$ cat config.mk
export PLATFORM = sky130hd
export DESIGN_NAME = trial_division_factorizer
export DESIGN_NICKNAME = d
export VERILOG_FILES = /design/src/hw/rtl/tdf_pkg.sv /design/src/hw/rtl/tdf_div.sv /design/src/hw/rtl/trial_division_factorizer.sv
export SDC_FILE = /design/constraint.sdc
export NUM_CORES = 1
export LEC_CHECK = 0
export BUFFER_PORTS_ARGS = -buffer_cell sky130_fd_sc_hd__buf_4
export CAP_MARGIN = 20
export CORE_ASPECT_RATIO = 0.8
export CORE_MARGIN = 10
export CORE_UTILIZATION = 24
export CTS_CLUSTER_DIAMETER = 120
export DETAILED_ROUTE_END_ITERATION = 12
export GPL_TIMING_DRIVEN = 0
export SLEW_MARGIN = 20
export SYNTH_ARGS = -nofsm -noshare
export SYNTH_HDL_FRONTEND = slang
export SYNTH_SLANG_ARGS = --single-unit
export TNS_END_PERCENT = 30
$ cat constraint.sdc
create_clock -name i_clk -period 3.2 [get_ports i_clk]
set_input_delay 0 -clock i_clk [delete_from_list [all_inputs] [get_ports i_clk]]
set_output_delay 0 -clock i_clk [all_outputs]
set_load 0.1 [all_outputs]
$ cat src/hw/rtl/tdf_pkg.sv
// ----------------------------------------------------------------------------
// tdf_pkg - trial division factorizer shared definitions
// Widths, the divisor limit, sequencer states and divider handshake structs.
// ----------------------------------------------------------------------------
package tdf_pkg;

    localparam int NUM_W = 32;                 // width of the number and factors
    localparam int DIV_W = 16;                 // width of a trial divisor
    localparam int CNT_W = $clog2(NUM_W);      // divider step counter

    typedef logic [NUM_W-1:0] t_num;
    typedef logic [DIV_W-1:0] t_dvs;
    typedef logic [CNT_W-1:0] t_cnt;

    localparam t_dvs DIVISOR_LIMIT = t_dvs'(65535);
    localparam t_dvs DIVISOR_FIRST = t_dvs'(2);
    localparam t_num NUM_ONE       = t_num'(1);
    localparam t_num NUM_TWO       = t_num'(2);
    localparam t_cnt CNT_LAST      = t_cnt'(NUM_W - 1);

    typedef enum logic [2:0] {
        ST_IDLE,
        ST_TRIAL,
        ST_EMIT_DIV,
        ST_EMIT_REM,
        ST_EMIT_BAD
    } t_state;

    // divider launch
    typedef struct packed {
        logic start;
        t_num dividend;
        t_dvs divisor;
    } t_div_req;

    // divider result, valid while done is high
    typedef struct packed {
        logic done;
        t_num quotient;
        t_dvs remainder;
    } t_div_rsp;

endpackage

$ cat src/hw/rtl/tdf_div.sv
// ----------------------------------------------------------------------------
// tdf_div - radix-2 restoring divider
// One quotient bit per cycle; done pulses as the last step's result is stored.
// ----------------------------------------------------------------------------
module tdf_div (
    input  logic              i_clk,
    input  logic              i_rst_n,
    input  tdf_pkg::t_div_req i_req,
    output tdf_pkg::t_div_rsp o_rsp
);

    logic          r_busy;
    logic          r_done;
    tdf_pkg::t_cnt r_cnt;
    tdf_pkg::t_num r_q;    // dividend bits out at the top, quotient bits in at the bottom
    tdf_pkg::t_dvs r_r;    // partial remainder
    tdf_pkg::t_dvs r_d;

    logic [tdf_pkg::DIV_W:0]   trial;
    logic [tdf_pkg::DIV_W+1:0] diff;
    logic                      fits;

    assign trial = {r_r, r_q[tdf_pkg::NUM_W-1]};
    assign diff  = {1'b0, trial} - {2'b00, r_d};
    assign fits  = ~diff[tdf_pkg::DIV_W+1];

    always_ff @(posedge i_clk) begin
        if (!i_rst_n) begin
            r_busy <= 1'b0;
            r_done <= 1'b0;
            r_cnt  <= '0;
        end else begin
            r_done <= 1'b0;
            if (i_req.start) begin
                r_busy <= 1'b1;
                r_cnt  <= '0;
            end else if (r_busy) begin
                r_cnt <= r_cnt + 1'b1;
                if (r_cnt == tdf_pkg::CNT_LAST) begin
                    r_busy <= 1'b0;
                    r_done <= 1'b1;
                end
            end
        end
    end

    always_ff @(posedge i_clk) begin
        if (i_req.start) begin
            r_q <= i_req.dividend;
            r_r <= '0;
            r_d <= i_req.divisor;
        end else if (r_busy) begin
            r_q <= {r_q[tdf_pkg::NUM_W-2:0], fits};
            r_r <= fits ? diff[tdf_pkg::DIV_W-1:0] : trial[tdf_pkg::DIV_W-1:0];
        end
    end

    assign o_rsp.done      = r_done;
    assign o_rsp.quotient  = r_q;
    assign o_rsp.remainder = r_r;

endmodule

$ cat src/hw/rtl/trial_division_factorizer.sv
// ----------------------------------------------------------------------------
// trial_division_factorizer - distinct prime factors of a 32-bit number
// Trial divisors 2..65535 on one shared divider; one beat per distinct factor.
// ----------------------------------------------------------------------------
// Each trial division loads the divider, runs its 32 radix-2 steps and
//   decides; each emitted beat takes an emit state, which waits while the
//   output is full. Worst case (a large prime) is about 65534 trials.
// One number is taken at a time; the search ends early once the remainder
//   hits 1 or is proven prime (quotient below the divisor).
// Reset: synchronous active-low i_rst_n returns to idle, output beat dropped.
// ----------------------------------------------------------------------------
module trial_division_factorizer (
    input  logic        i_clk,
    input  logic        i_rst_n,
    // input stream
    input  logic        i_s_tvalid,
    output logic        o_s_tready,
    input  logic [31:0] i_s_tdata,   // [31:0] number
    // result stream
    output logic        o_m_tvalid,
    input  logic        i_m_tready,
    output logic [31:0] o_m_tdata,   // [31:0] factor
    output logic        o_m_tlast,   // final factor of this number
    output logic [0:0]  o_m_tuser    // [0] invalid (number below 2)
);

    // sequencer state
    tdf_pkg::t_state r_state, n_state;
    tdf_pkg::t_num   r_rem,   n_rem;     // remainder still to factor
    tdf_pkg::t_dvs   r_div,   n_div;     // current trial divisor
    logic            r_found, n_found;   // current divisor divided at least once
    logic            r_prime, n_prime;   // remainder proven prime

    // output register
    logic            r_out_valid, n_out_valid;
    tdf_pkg::t_num   r_factor,    n_factor;
    logic            r_last,      n_last;
    logic            r_invalid,   n_invalid;

    tdf_pkg::t_div_req div_req;
    tdf_pkg::t_div_rsp div_rsp;

    logic out_free;
    logic in_beat;
    logic at_limit;
    logic q_below;

    tdf_div u_div (
        .i_clk   (i_clk),
        .i_rst_n (i_rst_n),
        .i_req   (div_req),
        .o_rsp   (div_rsp)
    );

    assign out_free = !r_out_valid || i_m_tready;
    assign in_beat  = i_s_tvalid && o_s_tready;
    assign at_limit = (r_div == tdf_pkg::DIVISOR_LIMIT);
    // rem = q*div + r with q < div means rem < div^2: no factor left below sqrt
    assign q_below  = (div_rsp.quotient < {{(tdf_pkg::NUM_W-tdf_pkg::DIV_W){1'b0}}, r_div});

    always_comb begin
        n_state     = r_state;
        n_rem       = r_rem;
        n_div       = r_div;
        n_found     = r_found;
        n_prime     = r_prime;
        n_out_valid = r_out_valid && !i_m_tready;
        n_factor    = r_factor;
        n_last      = r_last;
        n_invalid   = r_invalid;
        o_s_tready  = 1'b0;

        div_req.start    = 1'b0;
        div_req.dividend = r_rem;
        div_req.divisor  = r_div + 1'b1;

        unique case (r_state)
            tdf_pkg::ST_IDLE: begin
                o_s_tready = 1'b1;
                if (in_beat) begin
                    if (i_s_tdata < tdf_pkg::NUM_TWO) begin
                        n_state = tdf_pkg::ST_EMIT_BAD;
                    end else begin
                        n_state          = tdf_pkg::ST_TRIAL;
                        n_rem            = i_s_tdata;
                        n_div            = tdf_pkg::DIVISOR_FIRST;
                        n_found          = 1'b0;
                        n_prime          = 1'b0;
                        div_req.start    = 1'b1;
                        div_req.dividend = i_s_tdata;
                        div_req.divisor  = tdf_pkg::DIVISOR_FIRST;
                    end
                end
            end

            tdf_pkg::ST_TRIAL: begin
                if (div_rsp.done) begin
                    if (div_rsp.remainder == '0) begin
                        // divides: take it out and try the same divisor again
                        n_rem            = div_rsp.quotient;
                        n_found          = 1'b1;
                        div_req.start    = 1'b1;
                        div_req.dividend = div_rsp.quotient;
                        div_req.divisor  = r_div;
                    end else if (r_found) begin
                        n_prime = q_below;
                        n_state = tdf_pkg::ST_EMIT_DIV;
                    end else if (q_below || at_limit) begin
                        n_state = tdf_pkg::ST_EMIT_REM;
                    end else begin
                        n_div         = r_div + 1'b1;
                        div_req.start = 1'b1;
                    end
                end
            end

            tdf_pkg::ST_EMIT_DIV: begin
                if (out_free) begin
                    n_out_valid = 1'b1;
                    n_factor    = {{(tdf_pkg::NUM_W-tdf_pkg::DIV_W){1'b0}}, r_div};
                    n_last      = (r_rem == tdf_pkg::NUM_ONE);
                    n_invalid   = 1'b0;
                    n_found     = 1'b0;
                    priority if (r_rem == tdf_pkg::NUM_ONE) begin
                        n_state = tdf_pkg::ST_IDLE;
                    end else if (r_prime || at_limit) begin
                        n_state = tdf_pkg::ST_EMIT_REM;
                    end else begin
                        n_state       = tdf_pkg::ST_TRIAL;
                        n_div         = r_div + 1'b1;
                        div_req.start = 1'b1;
                    end
                end
            end

            tdf_pkg::ST_EMIT_REM: begin
                if (out_free) begin
                    n_out_valid = 1'b1;
                    n_factor    = r_rem;
                    n_last      = 1'b1;
                    n_invalid   = 1'b0;
                    n_state     = tdf_pkg::ST_IDLE;
                end
            end

            tdf_pkg::ST_EMIT_BAD: begin
                if (out_free) begin
                    n_out_valid = 1'b1;
                    n_factor    = '0;
                    n_last      = 1'b1;
                    n_invalid   = 1'b1;
                    n_state     = tdf_pkg::ST_IDLE;
                end
            end

            default: begin
                n_state = tdf_pkg::ST_IDLE;
            end
        endcase
    end

    // control state
    always_ff @(posedge i_clk) begin
        if (!i_rst_n) begin
            r_state     <= tdf_pkg::ST_IDLE;
            r_out_valid <= 1'b0;
            r_found     <= 1'b0;
            r_prime     <= 1'b0;
        end else begin
            r_state     <= n_state;
            r_out_valid <= n_out_valid;
            r_found     <= n_found;
            r_prime     <= n_prime;
        end
    end

    // payload
    always_ff @(posedge i_clk) begin
        r_rem     <= n_rem;
        r_div     <= n_div;
        r_factor  <= n_factor;
        r_last    <= n_last;
        r_invalid <= n_invalid;
    end

    assign o_m_tvalid   = r_out_valid;
    assign o_m_tdata    = r_factor;
    assign o_m_tlast    = r_last;
    assign o_m_tuser[0] = r_invalid;

endmodule

======== After elaboration in Yosys (flattened, before gate mapping) ========
Cells that the tools add are included.
word-level totals
  logic and storage cells ................. 142
  output and inout bits ................... 36
  bits of input ports ..................... 36
  bits in registers ....................... 159
operators by class
  bitwise operators ....................... 3
  add/sub/neg operators ................... 3
  multiplexer cells ....................... 66
  magnitude comparators ................... 2
  equality and inequality tests ........... 24
  reduce and logical (&&, ||, !) cells .... 29
operators by type and width
  cell                                                                     number
  32-bit two-way mux                                                       9
  16-bit two-way mux                                                       10
  49-bit two-way mux                                                       3
  32-bit one-hot mux with 3 select lines                                   1
  48-bit one-hot mux with 2 select lines                                   1
  32-bit one-hot mux with 2 select lines                                   1
  48-bit two-way mux                                                       1
  16-bit one-hot mux with 3 select lines                                   1
  32-bit by 1-bit equality test with 1-bit output, second input constant   1
  32-bit by 16-bit < comparator with 1-bit output                          1
  32-bit by 2-bit < comparator with 1-bit output, second input constant    1
  3-bit two-way mux                                                        9
  2-bit inequality test, second input constant                             12
  1-bit two-way mux                                                        23
  6-bit AND reduction                                                      3
  17-bit by 16-bit subtractor with 18-bit output                           1
  16-bit by 1-bit adder with 16-bit output, second input constant          1
  16-bit equality test, second input constant                              1
  16-bit zero test                                                         1
  3-bit one-hot mux with 4 select lines                                    1
  10-bit AND reduction                                                     1
  2-bit nonzero test                                                       4
  3-bit by 2-bit equality test with 1-bit output, second input constant    2
  2-bit by 1-bit inequality test with 1-bit output, second input constant  3
  other kinds (21)                                                         35

======== Depth between registers and ports, before layout ========
Gate-level depths: netlist of the first run.
  depth in word-level cells ............... 9
  gate-level depth with buffers ........... 12
  depth with buffers taken out ............ 10

======== Hierarchy ========
Synthesis of the first run repeated with hierarchy kept, for this count alone.
unflattened totals
  cell total of the unflattened synthesis .. 925
  area total of the unflattened synthesis .. 9150.0 um^2
by module, submodules not included
  module                     times used  cells an instance  sequential area each (um^2)  area an instance (um^2)
  trial_division_factorizer  1           592                2582.5                       5317.6
  tdf_div                    1           333                1901.8                       3832.4

======== Least setup slack after synthesis of the first run ========
No wires, ideal clock.
  path type ............................... register to register
  start ................................... register r_state[0]
  end ..................................... register u_div.r_q[0] (enable)
  data required time ...................... 2.809 ns
  setup time .............................. 0.391 ns
  cell stages (with the launch flop) ...... 10
  clock period less this slack ............ 5.046 ns
  setup slack ............................. -1.846 ns
  data arrival time ....................... 4.655 ns
  path through ............................ dfxtp_1 clkbuf_1 nor3_1 o21a_1 and2_1 nor2_1 o211a_4 inv_4 buf_2 o21a_1
between the ends
  longest elaborated chain between the ends .. 7
ends and longest elaborated chain
  what                                                                                 RTL line                          text
  start: declaration                                                                   trial_division_factorizer.sv:28   tdf_pkg::t_state r_state, n_state;
  start signal: assignment                                                             trial_division_factorizer.sv:165  r_state <= tdf_pkg::ST_IDLE;
  start signal: assignment                                                             trial_division_factorizer.sv:170  r_state <= n_state;
  3-bit zero test *                                                                    trial_division_factorizer.sv:77   unique case (r_state)
  1-bit two-way mux *                                                                  trial_division_factorizer.sv:77
  via o_s_tready                                                                       trial_division_factorizer.sv:17   output logic o_s_tready,
  1-bit logical AND *                                                                  trial_division_factorizer.sv:56   assign in_beat = i_s_tvalid && o_s_tready;
  49-bit two-way mux *                                                                 trial_division_factorizer.sv:80   if (in_beat) begin
  1-bit one-hot mux with 3 select lines *                                              trial_division_factorizer.sv:77
  4-bit inequality test (no source line) / 2-bit nonzero test (equally long branches)  n/a
  2-bit AND reduction (no source line) *                                               n/a
  end signal: assignment                                                               tdf_div.sv:49                     r_q <= i_req.dividend;
  end signal: assignment                                                               tdf_div.sv:53                     r_q <= {r_q[tdf_pkg::NUM_W-2:0], fits};
  end: declaration                                                                     tdf_div.sv:15                     tdf_pkg::t_num r_q;
The timed path passes the listed nets; every way through them passes the cells marked *.
A chain may end at the register's enable or synchronous reset.

======== Worst setup path after layout of the first run ========
  start ................................... register r_div[0]
  end ..................................... register u_div.r_q[31] (enable)
between the ends
  longest elaborated chain between the ends .. 9
ends and longest elaborated chain
  what                                                                                            RTL line                                                          text
  start: declaration                                                                              trial_division_factorizer.sv:30                                   tdf_pkg::t_dvs r_div, n_div;
  start signal: assignment                                                                        trial_division_factorizer.sv:180                                  r_div <= n_div;
  32-bit by 16-bit < comparator with 1-bit output / 16-bit equality test (equally long branches)  trial_division_factorizer.sv:59, trial_division_factorizer.sv:57
  1-bit logical OR                                                                                trial_division_factorizer.sv:108                                  end else if (q_below || at_limit) begin
  1-bit two-way mux                                                                               trial_division_factorizer.sv:108
  1-bit two-way mux                                                                               trial_division_factorizer.sv:105                                  end else if (r_found) begin
  1-bit two-way mux                                                                               trial_division_factorizer.sv:98                                   if (div_rsp.remainder == '0) begin
  49-bit two-way mux                                                                              trial_division_factorizer.sv:97                                   if (div_rsp.done) begin
  1-bit one-hot mux with 3 select lines *                                                         trial_division_factorizer.sv:77
  4-bit inequality test (no source line) / 2-bit nonzero test (equally long branches)             n/a
  2-bit AND reduction (no source line) *                                                          n/a
Every way passes the cells marked *; elsewhere a longest branch is shown, timed or not.

==> results of run 1 <==
[Yosys cell counts (5+ instances only)]
library cell,instances,share of area
nand2_1,212,0.087
edfxtp_1,130,0.43
o21ai_0,64,0.035
nor2_1,53,0.022
inv_1,38,0.016
clkbuf_1,36,0.015
ha_1,34,0.047
and3_1,31,0.021
mux2_4,31,0.051
dfxtp_1,29,0.064
a21oi_1,25,0.014
nor4_1,24,0.016
xnor2_1,18,0.017
nand3_1,17,0.0093
a22o_1,16,0.015
nand2b_1,13,0.0089
nor3_1,12,0.0066
a311oi_1,10,0.0096
nor2b_1,10,0.0069
o21a_1,10,0.0082
nand4_1,8,0.0055
a31oi_1,7,0.0048
a211oi_1,6,0.0049
or3_1,6,0.0041
buf_2,5,0.0027
xor2_1,5,0.0048
[worst reg2reg max path, cell delays in order (launching register included)]
cell,delay [ns]
edfxtp_1,0.56
ha_1,0.28
nand3_1,0.22
nor4_4,0.26
nor3b_2,0.33
nor2_1,0.11
nand3_1,0.12
o211a_4,0.23
inv_4,0.09
buf_12,0.18
o21a_4,0.25
buf_12,0.14
[layout make-up]
class,count,area share
inverters,39,0.0130
diodes,1,0.000219
clock inverters,14,0.0148
flip-flops and latches,159,0.392
well taps,487,0.0533
clock buffers,18,0.0375
repair buffers,117,0.0896
multi-input cells,678,0.376
plain buffers,47,0.0236
[cells by family after synthesis]
group	Yosys count	synth area share
flip-flops	159	0.492
buffers and inverters	89	0.0442
XOR/XNOR	23	0.0221
multiplexers	37	0.0582
AO/OA/AOI/OAI	173	0.125
AND/OR/NAND/NOR	408	0.209
adder cells (fa/ha/maj)	35	0.0489
[worst paths after layout]
check | start | slack [ns] | end | cells after the start
min | i_s_tvalid | 0.16 | u_div.r_d[1] | 3
max reg2reg | r_div[0] | 0.17 | u_div.r_q[31] | 11
max | r_div[0] | 0.17 | u_div.r_q[31] | 11
min reg2reg | u_div.r_r[10] | 0.52 | u_div.r_r[11] | 2
[metal layers]
metal / global-route usage / vias up / wire [um]
met2: 0.166 / 333 / 11600
met3: 0.0349 / 40 / 3010
met4: 0.0373 / 0 / 543
met1: 0.178 / 3747 / 13600
li1: - / 3611 / -
met5: 0 / - / 0
[report_power, final]
group	leakage (nW)	switching (W)	total, W	internal (W)
combinational	2.81	0.00127	0.00218	0.000914
clock	0.281	0.000887	0.00211	0.00122
sequential	1.47	0.000294	0.00292	0.00262
total	4.56	0.00245	0.00721	0.00476
[metrics by stage]
step           utilization  hold WS (ns)  cells  setup WS, ns  TNS [ns]
6_report             0.307         0.162   1560         0.174         0
5_1_grt              0.307         0.166   1560        0.0196         0
4_1_cts              0.305         0.118   1555       0.00855         0
3_5_place_dp         0.277         0.286   1485        -0.615    -26.78
3_3_place_gp         0.276         0.292   1482         -1.29    -79.27
2_1_floorplan            -         0.140    924       -0.0329    -0.526
[what timing repair did]
action,in CTS,in global routing
hold buffers,34,0
gates cloned,2,0
resized for setup,7,8
endpoints found under the setup margin,89,67
buffers inserted,3,6
pin swaps,0,3
endpoints found under the hold margin,51,0
[registers in the layout, summed over array words and instances (netlist names)]
signal and cells:
o_m_tdata 32, o_m_tlast 1, o_m_tuser 1, o_m_tvalid 1, r_div 16, r_found 1, r_prime 1, r_rem 32
r_state 3, u_div.r_busy 1, u_div.r_cnt 5, u_div.r_d 16, u_div.r_done 1, u_div.r_q 32, u_div.r_r 16
==> impl_metrics.tcl, run 1 <==
set metrics [dict create \
    cp_slowest_cell "edfxtp_1" \
    grt_overflow 0 \
    clk_pin_slew_worst_paths_ns 0.06 \
    tritoncts "built" \
    drv_cap 0 \
    vdd_drop_max_uv 384 \
    slew_headroom 0.400 \
    multi_input_comb_area_um2 4300 \
    clock_latency_ns 0.45 \
    rsz0062_at_grt "no" \
    cpPeakStageDelay_ns 0.56 \
    cts_inserted_buffers 17 \
    grt_usage 0.121 \
    drtAntennaViolNets 0 \
    drive_gt1_frac 0.174 \
    synth_flop_cell "edfxtp_1" \
    synth_area_um2 9120 \
    layout_commonest_cell "nand2_1" \
    min_period_over_period 0.946 \
    setup_violations 0 \
    status "complete, no violations" \
    area_delta_synth_final_pct 25.5 \
    path_cells "ha_1 > nand3_1 > nor4_4 > nor3b_2 > nor2_1 > nand3_1 > o211a_4 > inv_4 > buf_12 > o21a_4 > buf_12" \
    via_count 7731 \
    drt_iter0_drc 780 \
    worst_slew_pin_slew_ns 0.900 \
    path_class "flop to flop" \
    fillers 3812 \
    cts_max_level 4 \
    start_util 0.245 \
    synth_edf_count 130 \
    finalCriticalPeriod_ns 3.03 \
    layout_common_cells "nand2_1, edfxtp_1, buf_4, o21ai_0, nor2_1" \
    grt_pass1_wl_um 43600 \
    io_buffer_count 71 \
    yosysUniqueCellTypes 67 \
    final-hold-violation-count 0 \
    critPathBufInv 3 \
    ys_seq_area_frac 0.492 \
    cp.required_ns 3.41 \
    design_area_um2 11400 \
    syn-num-nets 995 \
    ys_ff_latch 159 \
    yosys_warnings 0 \
    wire_per_inst_um 18.4 \
    gp_congestion 0.894 \
    fmax_ghz 0.331 \
    syn_avg_cell_area_um2 9.87 \
    detail_route.first_pass.iterations 5 \
    slew_viol_final 0 \
    finClkSkew_ns 0.0104 \
    placed_cell_area_um2 10300 \
    power_leakage_nw 4.56 \
    worstSetupStartpointType "flop" \
    core_area_um2 37300 \
    detailed_place_hpwl_um 21000 \
    layout.nets 1130 \
    crit_arrival_ns 3.24 \
    synthCells 924 \
    drc_errors 0 \
    powerDensity_nw_per_um2 630 \
    crit_fanout 27 \
    die_x_um 238 \
    p_total_w 0.00721 \
    async_flop_share 0 \
    seq_area_um2 4480 \
    vias_per_cell 4.96 \
    grt_max_degree 42 \
    ios 72 \
    antenna_found_initial 1 \
    rows 63 \
    min_path_type "primary input to flop" \
    cts_max_path_buffers 2 \
    finalWirelength_um 28700 \
    critPathCaptureType "flop" \
    dieHeight_um 194 \
    die-area_um2 46200 \
    path_delay_family "simple AND/OR/NAND/NOR gates" \
    first_global_vias 7233 \
    cts.sinks 159 \
    root_buffer "clkbuf_16" \
]
Note: power is estimated with default switching activity, not from simulation.
==> inputs of run 2 (changes only) <==
--- a/config.mk
+++ b/config.mk
@@ -5,14 +5,15 @@
 export SDC_FILE = /design/constraint.sdc
 export NUM_CORES = 1
 export LEC_CHECK = 0
-export BUFFER_PORTS_ARGS = -buffer_cell sky130_fd_sc_hd__buf_4
+export BUFFER_PORTS_ARGS = -buffer_cell sky130_fd_sc_hd__buf_2
 export CAP_MARGIN = 20
 export CORE_ASPECT_RATIO = 0.8
 export CORE_MARGIN = 10
-export CORE_UTILIZATION = 24
+export CORE_UTILIZATION = 55
 export CTS_CLUSTER_DIAMETER = 120
 export DETAILED_ROUTE_END_ITERATION = 12
 export GPL_TIMING_DRIVEN = 0
+export PLACE_DENSITY = 0.77
 export SLEW_MARGIN = 20
 export SYNTH_ARGS = -nofsm -noshare
 export SYNTH_HDL_FRONTEND = slang
==> impl_metrics.tcl, run 2 (synthesis results as in run 1) <==
set metrics [dict create \
    status "complete, no violations" \
    cp_slowest_cell "edfxtp_1" \
    min_period_over_period 0.976 \
    cp.required_ns 3.35 \
    worst-path-stages 11 \
    path_cells "inv_1 > ha_1 > and4_1 > nand3_1 > o221ai_4 > o21ai_2 > o211a_4 > inv_4 > buf_8 > o21a_4 > buf_12" \
    io_buffer_count 71 \
    startpoint "r_div[12]" \
    p_total_w 0.00735 \
    wire_per_inst_um 21.3 \
    detailed_place_hpwl_um 18900 \
    critPathBufInv 4 \
    hold_slack_ns 0.170 \
    root_buffer "clkbuf_16" \
    vdd_drop_max_uv 353 \
    cts_max_level 4 \
    tritoncts "built" \
    worstSetupStartpointType "flop" \
    gp_congestion 0.929 \
    power_frac_clock 0.302 \
    drv_cap 0 \
    layout_commonest_cell "nand2_1" \
    layout_setup_ws_ns 0.0765 \
    cts_inserted_buffers 17 \
    tns_ns 0 \
    combPwrFrac 0.299 \
    rsz0062_at_grt "no" \
    fmax_ghz 0.320 \
    critPathCaptureType "flop" \
    die-area_um2 22200 \
    power_leakage_nw 4.51 \
    finClkSkew_ns 0.0131 \
    grt_max_degree 42 \
    antenna_found_initial 1 \
    clk_pin_slew_worst_paths_ns 0.06 \
    drtAntennaViolNets 0 \
    ff2ff_path_depth 11 \
    grt_overflow 0 \
    finalWirelength_um 27500 \
    internal-power_w 0.00485 \
    core_area_um2 16400 \
    layout.nets 1134 \
    first_global_vias 7490 \
    grt_usage 0.245 \
    drt_iter0_drc 964 \
    worst_slew_pin_slew_ns 0.812 \
    layout_common_cells "nand2_1, edfxtp_1, buf_2, o21ai_0, nor2_1" \
    endpoint "u_div.r_q[2]" \
    detail_route.first_pass.iterations 5 \
    dieHeight_um 135 \
    slew_headroom 0.458 \
    cts_max_path_buffers 2 \
    via_count 7984 \
    ios 72 \
    die_x_um 164 \
    path_class "flop to flop" \
    pre_cts_slack_ns -0.691 \
    area_delta_synth_final_pct 20.3 \
    min_path_type "primary input to flop" \
    vias_per_cell 6.17 \
    drive_gt1_frac 0.176 \
    drc_errors 0 \
    setup_violations 0 \
    rows 42 \
    power.share.sequential 0.399 \
    p_switching_w 0.00250 \
    swShare 0.341 \
    cts.sinks 159 \
    start_util 0.556 \
    timing.rr.start "r_div[12]" \
    cpPeakStageDelay_ns 0.51 \
    grt_pass1_wl_um 42100 \
    finalCriticalPeriod_ns 3.12 \
    reg2reg_slack_ns 0.08 \
    crit_arrival_ns 3.27 \
    crit_fanout 27 \
    r2r-end "u_div.r_q[2]" \
    slew_viol_final 0 \
    clock_latency_ns 0.43 \
    antenna_cells 0 \
    final-hold-violation-count 0 \
    powerDensity_nw_per_um2 670 \
    path_delay_family "compound AO/OA/AOI/OAI gates" \
]
[run 2: cell types whose count changed in the layout (fill, tap and decap cells not counted), moves of 2 or more]
cell / delta
buf_4: -66
buf_2: +71
inv_6: +5
clkinv_1: -2
clkinvlp_4: -2
clkinv_4: -3
clkbuf_2: -2
[run 2: power groups by stage]
stage | clock network, W | logic [W] | registers [W]
3_3_place_gp | 0 | 0.00196 | 0.00294
2_1_floorplan | 0 | 0.00145 | 0.00293
5_1_grt | 0.00232 | 0.00239 | 0.00295
4_1_cts | 0.00222 | 0.00210 | 0.00290
6_report | 0.00222 | 0.00220 | 0.00294
3_5_place_dp | 0 | 0.00201 | 0.00294
[run 2: stage by stage]
stage / instance area [um2] / util / instances
floorplan: 9140 / - / 924
global placement: 9770 / 0.596 / 1215
detailed placement: 9810 / 0.598 / 1217
CTS: 10900 / 0.663 / 1286
global route: 11000 / 0.669 / 1295
finish: 11000 / 0.669 / 1295
[run 2: tightest hold or removal path, cell delays in order]
cell and delay [ns]:
buf_2 0.13, nand2_1 0.21, a31oi_1 0.13, nor2b_1 0.10
[run 2: final cells by class]
class                   instances  area, um2
inverters                      39        149
multi-input cells             678       4310
clock inverters                14        205
repair buffers                121        857
clock buffers                  17        425
plain buffers                  47        260
flip-flops and latches        159       4480
well taps                     220        275
fillers                      1229       5430
[run 2: per-layer routing]
layer / global-route usage / routed length (um) / vias to the layer above
li1: - / - / 3622
met1: 0.338 / 11400 / 3757
met2: 0.358 / 11900 / 541
met3: 0.0799 / 3490 / 64
met4: 0.0743 / 733 / 0
met5: 0 / 0 / -
[run 2: how the worst min path moves through the flow]
stage / from / endpoint / slack [ns] / cells after the start
finish: i_s_tvalid / r_prime / 0.17 / 4
global route: i_s_tvalid / r_prime / 0.16 / 4
CTS: i_s_tvalid / r_prime / 0.13 / 4
detailed placement: i_s_tdata[10] / r_rem[10] / 0.31 / 3
global placement: i_s_tdata[10] / r_rem[10] / 0.30 / 3
floorplan: i_rst_n / r_state[2] / 0.14 / 2
[run 2: what timing repair did]
item	4_1_cts	5_1_grt
setup buffers	2	12
endpoints found under the setup margin	106	86
endpoints found under the hold margin	38	0
hold buffers	34	0
pin swaps	0	3
gates cloned	2	0
gates resized for setup	7	5
==> inputs of run 3 (changes only) <==
--- a/config.mk
+++ b/config.mk
@@ -12,8 +12,8 @@
 export CORE_UTILIZATION = 55
 export CTS_CLUSTER_DIAMETER = 120
 export DETAILED_ROUTE_END_ITERATION = 12
-export GPL_TIMING_DRIVEN = 0
-export PLACE_DENSITY = 0.77
+export PLACE_DENSITY_LB_ADDON = 0.05
+export SETUP_SLACK_MARGIN = 0.1
 export SLEW_MARGIN = 20
 export SYNTH_ARGS = -nofsm -noshare
 export SYNTH_HDL_FRONTEND = slang
==> impl_metrics.tcl, run 3 (synthesis results as in run 1) <==
set metrics [dict create \
    status "complete, no violations" \
    min_path_type "primary input to flop" \
    drt_iter0_drc 689 \
    cts_max_level 4 \
    whs_endpoint "u_div.r_d[1]" \
    holdPathStages 3 \
    detailed_place_hpwl_um 18000 \
    slew_headroom 0.502 \
    vdd_drop_max_uv 364 \
    timing.rr.start "r_div[7]" \
    hold_slack_ns 0.208 \
    ios 72 \
    finalWirelength_um 24900 \
    crit_arrival_ns 3.12 \
    layout.nets 1101 \
    design_area_um2 10700 \
    cts_max_path_buffers 2 \
    area_delta_synth_final_pct 17.7 \
    via_count 7540 \
    layout_common_cells "nand2_1, edfxtp_1, buf_2, o21ai_0, nor2_1" \
    crit_fanout 31 \
    power.share.sequential 0.411 \
    placed_cell_area_um2 9760 \
    p_total_w 0.00704 \
    min_from "i_s_tvalid" \
    detail_route.first_pass.iterations 5 \
    combPwrFrac 0.295 \
    reg2reg_slack_ns 0.27 \
    finalCriticalPeriod_ns 2.94 \
    cp.required_ns 3.38 \
    ff2ff_path_depth 11 \
    power_frac_clock 0.294 \
    drv_cap 0 \
    dp_cells 1195 \
    path_class "primary input to flop" \
    critPathCaptureType "flop" \
    core_area_um2 16400 \
    clk_pin_slew_worst_paths_ns 0.07 \
    worst_slew_pin_slew_ns 0.740 \
    grt_usage 0.225 \
    grt_max_degree 74 \
    drc_errors 0 \
    vias_per_cell 5.97 \
    powerDensity_nw_per_um2 657 \
    internal-power_w 0.00465 \
    gp_congestion 0.876 \
    cts_inserted_buffers 17 \
    slew_viol_final 0 \
    grt_pass1_wl_um 39300 \
    rows 42 \
    swShare 0.340 \
    p_switching_w 0.00240 \
    antenna_cells 0 \
    clock_latency_ns 0.43 \
    drtAntennaViolNets 0 \
    wire_per_inst_um 19.7 \
    final-hold-violation-count 0 \
    setup_violations 0 \
    io_buffer_count 71 \
    grt_overflow 0 \
    fin_cells 1263 \
    layout_commonest_cell "nand2_1" \
    cts.sinks 159 \
    finClkSkew_ns 0.0110 \
    die_x_um 164 \
    power_leakage_nw 4.43 \
    worstSetupStartpointType "primary input" \
    first_global_vias 7140 \
    tritoncts "built" \
    rsz0062_at_grt "no" \
    die-area_um2 22200 \
    root_buffer "clkbuf_16" \
    drive_gt1_frac 0.187 \
    min_period_over_period 0.920 \
    dieHeight_um 135 \
    r2r-end "u_div.r_q[6]" \
    start_util 0.556 \
    fmax_ghz 0.340 \
    antenna_found_initial 0 \
]
run 3: cell types whose count changed in the layout (fill, tap and decap cells not counted), moves of 2 or more:
cell        previous run  this run
o21a_4                 3         1
buf_12                 6         1
clkbuf_1              32         0
clkinvlp_4             1         3
buf_4                 13        31
buf_6                  3         0
buf_2                 75        71
buf_1                  4         0
bufinv_16              4         2
run 3: power by group through the flow:
stage	registers, W	logic (W)	clock network [W]
after CTS	0.00289	0.00205	0.00209
after floorplan	0.00293	0.00145	0
after detailed placement	0.00293	0.00201	0
after global routing	0.00292	0.00229	0.00218
after global placement	0.00292	0.00195	0
final	0.00289	0.00208	0.00207
run 3: how the worst max path moves through the flow:
stage                            start  slack, ns           end
after floorplan               r_div[5]      -0.03      r_div[0]
after global routing          r_div[7]       0.11  u_div.r_q[5]
final                     i_s_tdata[8]       0.26  u_div.r_q[6]
after CTS                 i_s_tdata[8]       0.15  u_div.r_d[8]
after detailed placement      r_div[7]       0.22  u_div.r_q[3]
after global placement        r_div[7]       0.28  u_div.r_q[2]
run 3: worst max-delay path, stage by stage:
cell           delay [ns]
dlygate4sd3_1        0.53
buf_2                0.14
nor4_1               0.45
nand4_1              0.36
o21a_1               0.30
and2_2               0.21
nor2_2               0.27
o211a_4              0.27
inv_4                0.06
buf_12               0.19
mux2_4               0.32
run 3: final cells by class:
type,instances,area (um2)
Inverter,39,153
Fill cell,1308,5670
Timing Repair Buffer,137,948
Clock inverter,15,173
Sequential cell,159,4480
Tap cell,220,275
Clock buffer,17,425
Multi-Input combinational cell,676,4270
run 3: through the flow:
stage,setup TNS (ns),utilization,setup slack [ns]
6_report,0,0.654,0.257
5_1_grt,0,0.654,0.109
4_1_cts,0,0.653,0.150
3_5_place_dp,0,0.595,0.219
3_3_place_gp,0,0.595,0.280
2_1_floorplan,-0.526,-,-0.0329
run 3: per-layer routing:
layer	vias up	routed length (um)	track usage
met3	32	2180	0.0456
met1	3641	11200	0.324
li1	3549	-	-
met2	318	11100	0.336
met5	-	0	0
met4	0	391	0.0649
run 3: repair_timing:
action | 4_1_cts | 5_1_grt
hold buffers | 34 | 0
endpoints found under the hold margin | 46 | 0
setup buffers | 0 | 2
setup endpoints to repair | 0 | 78
resized for setup | 0 | 3
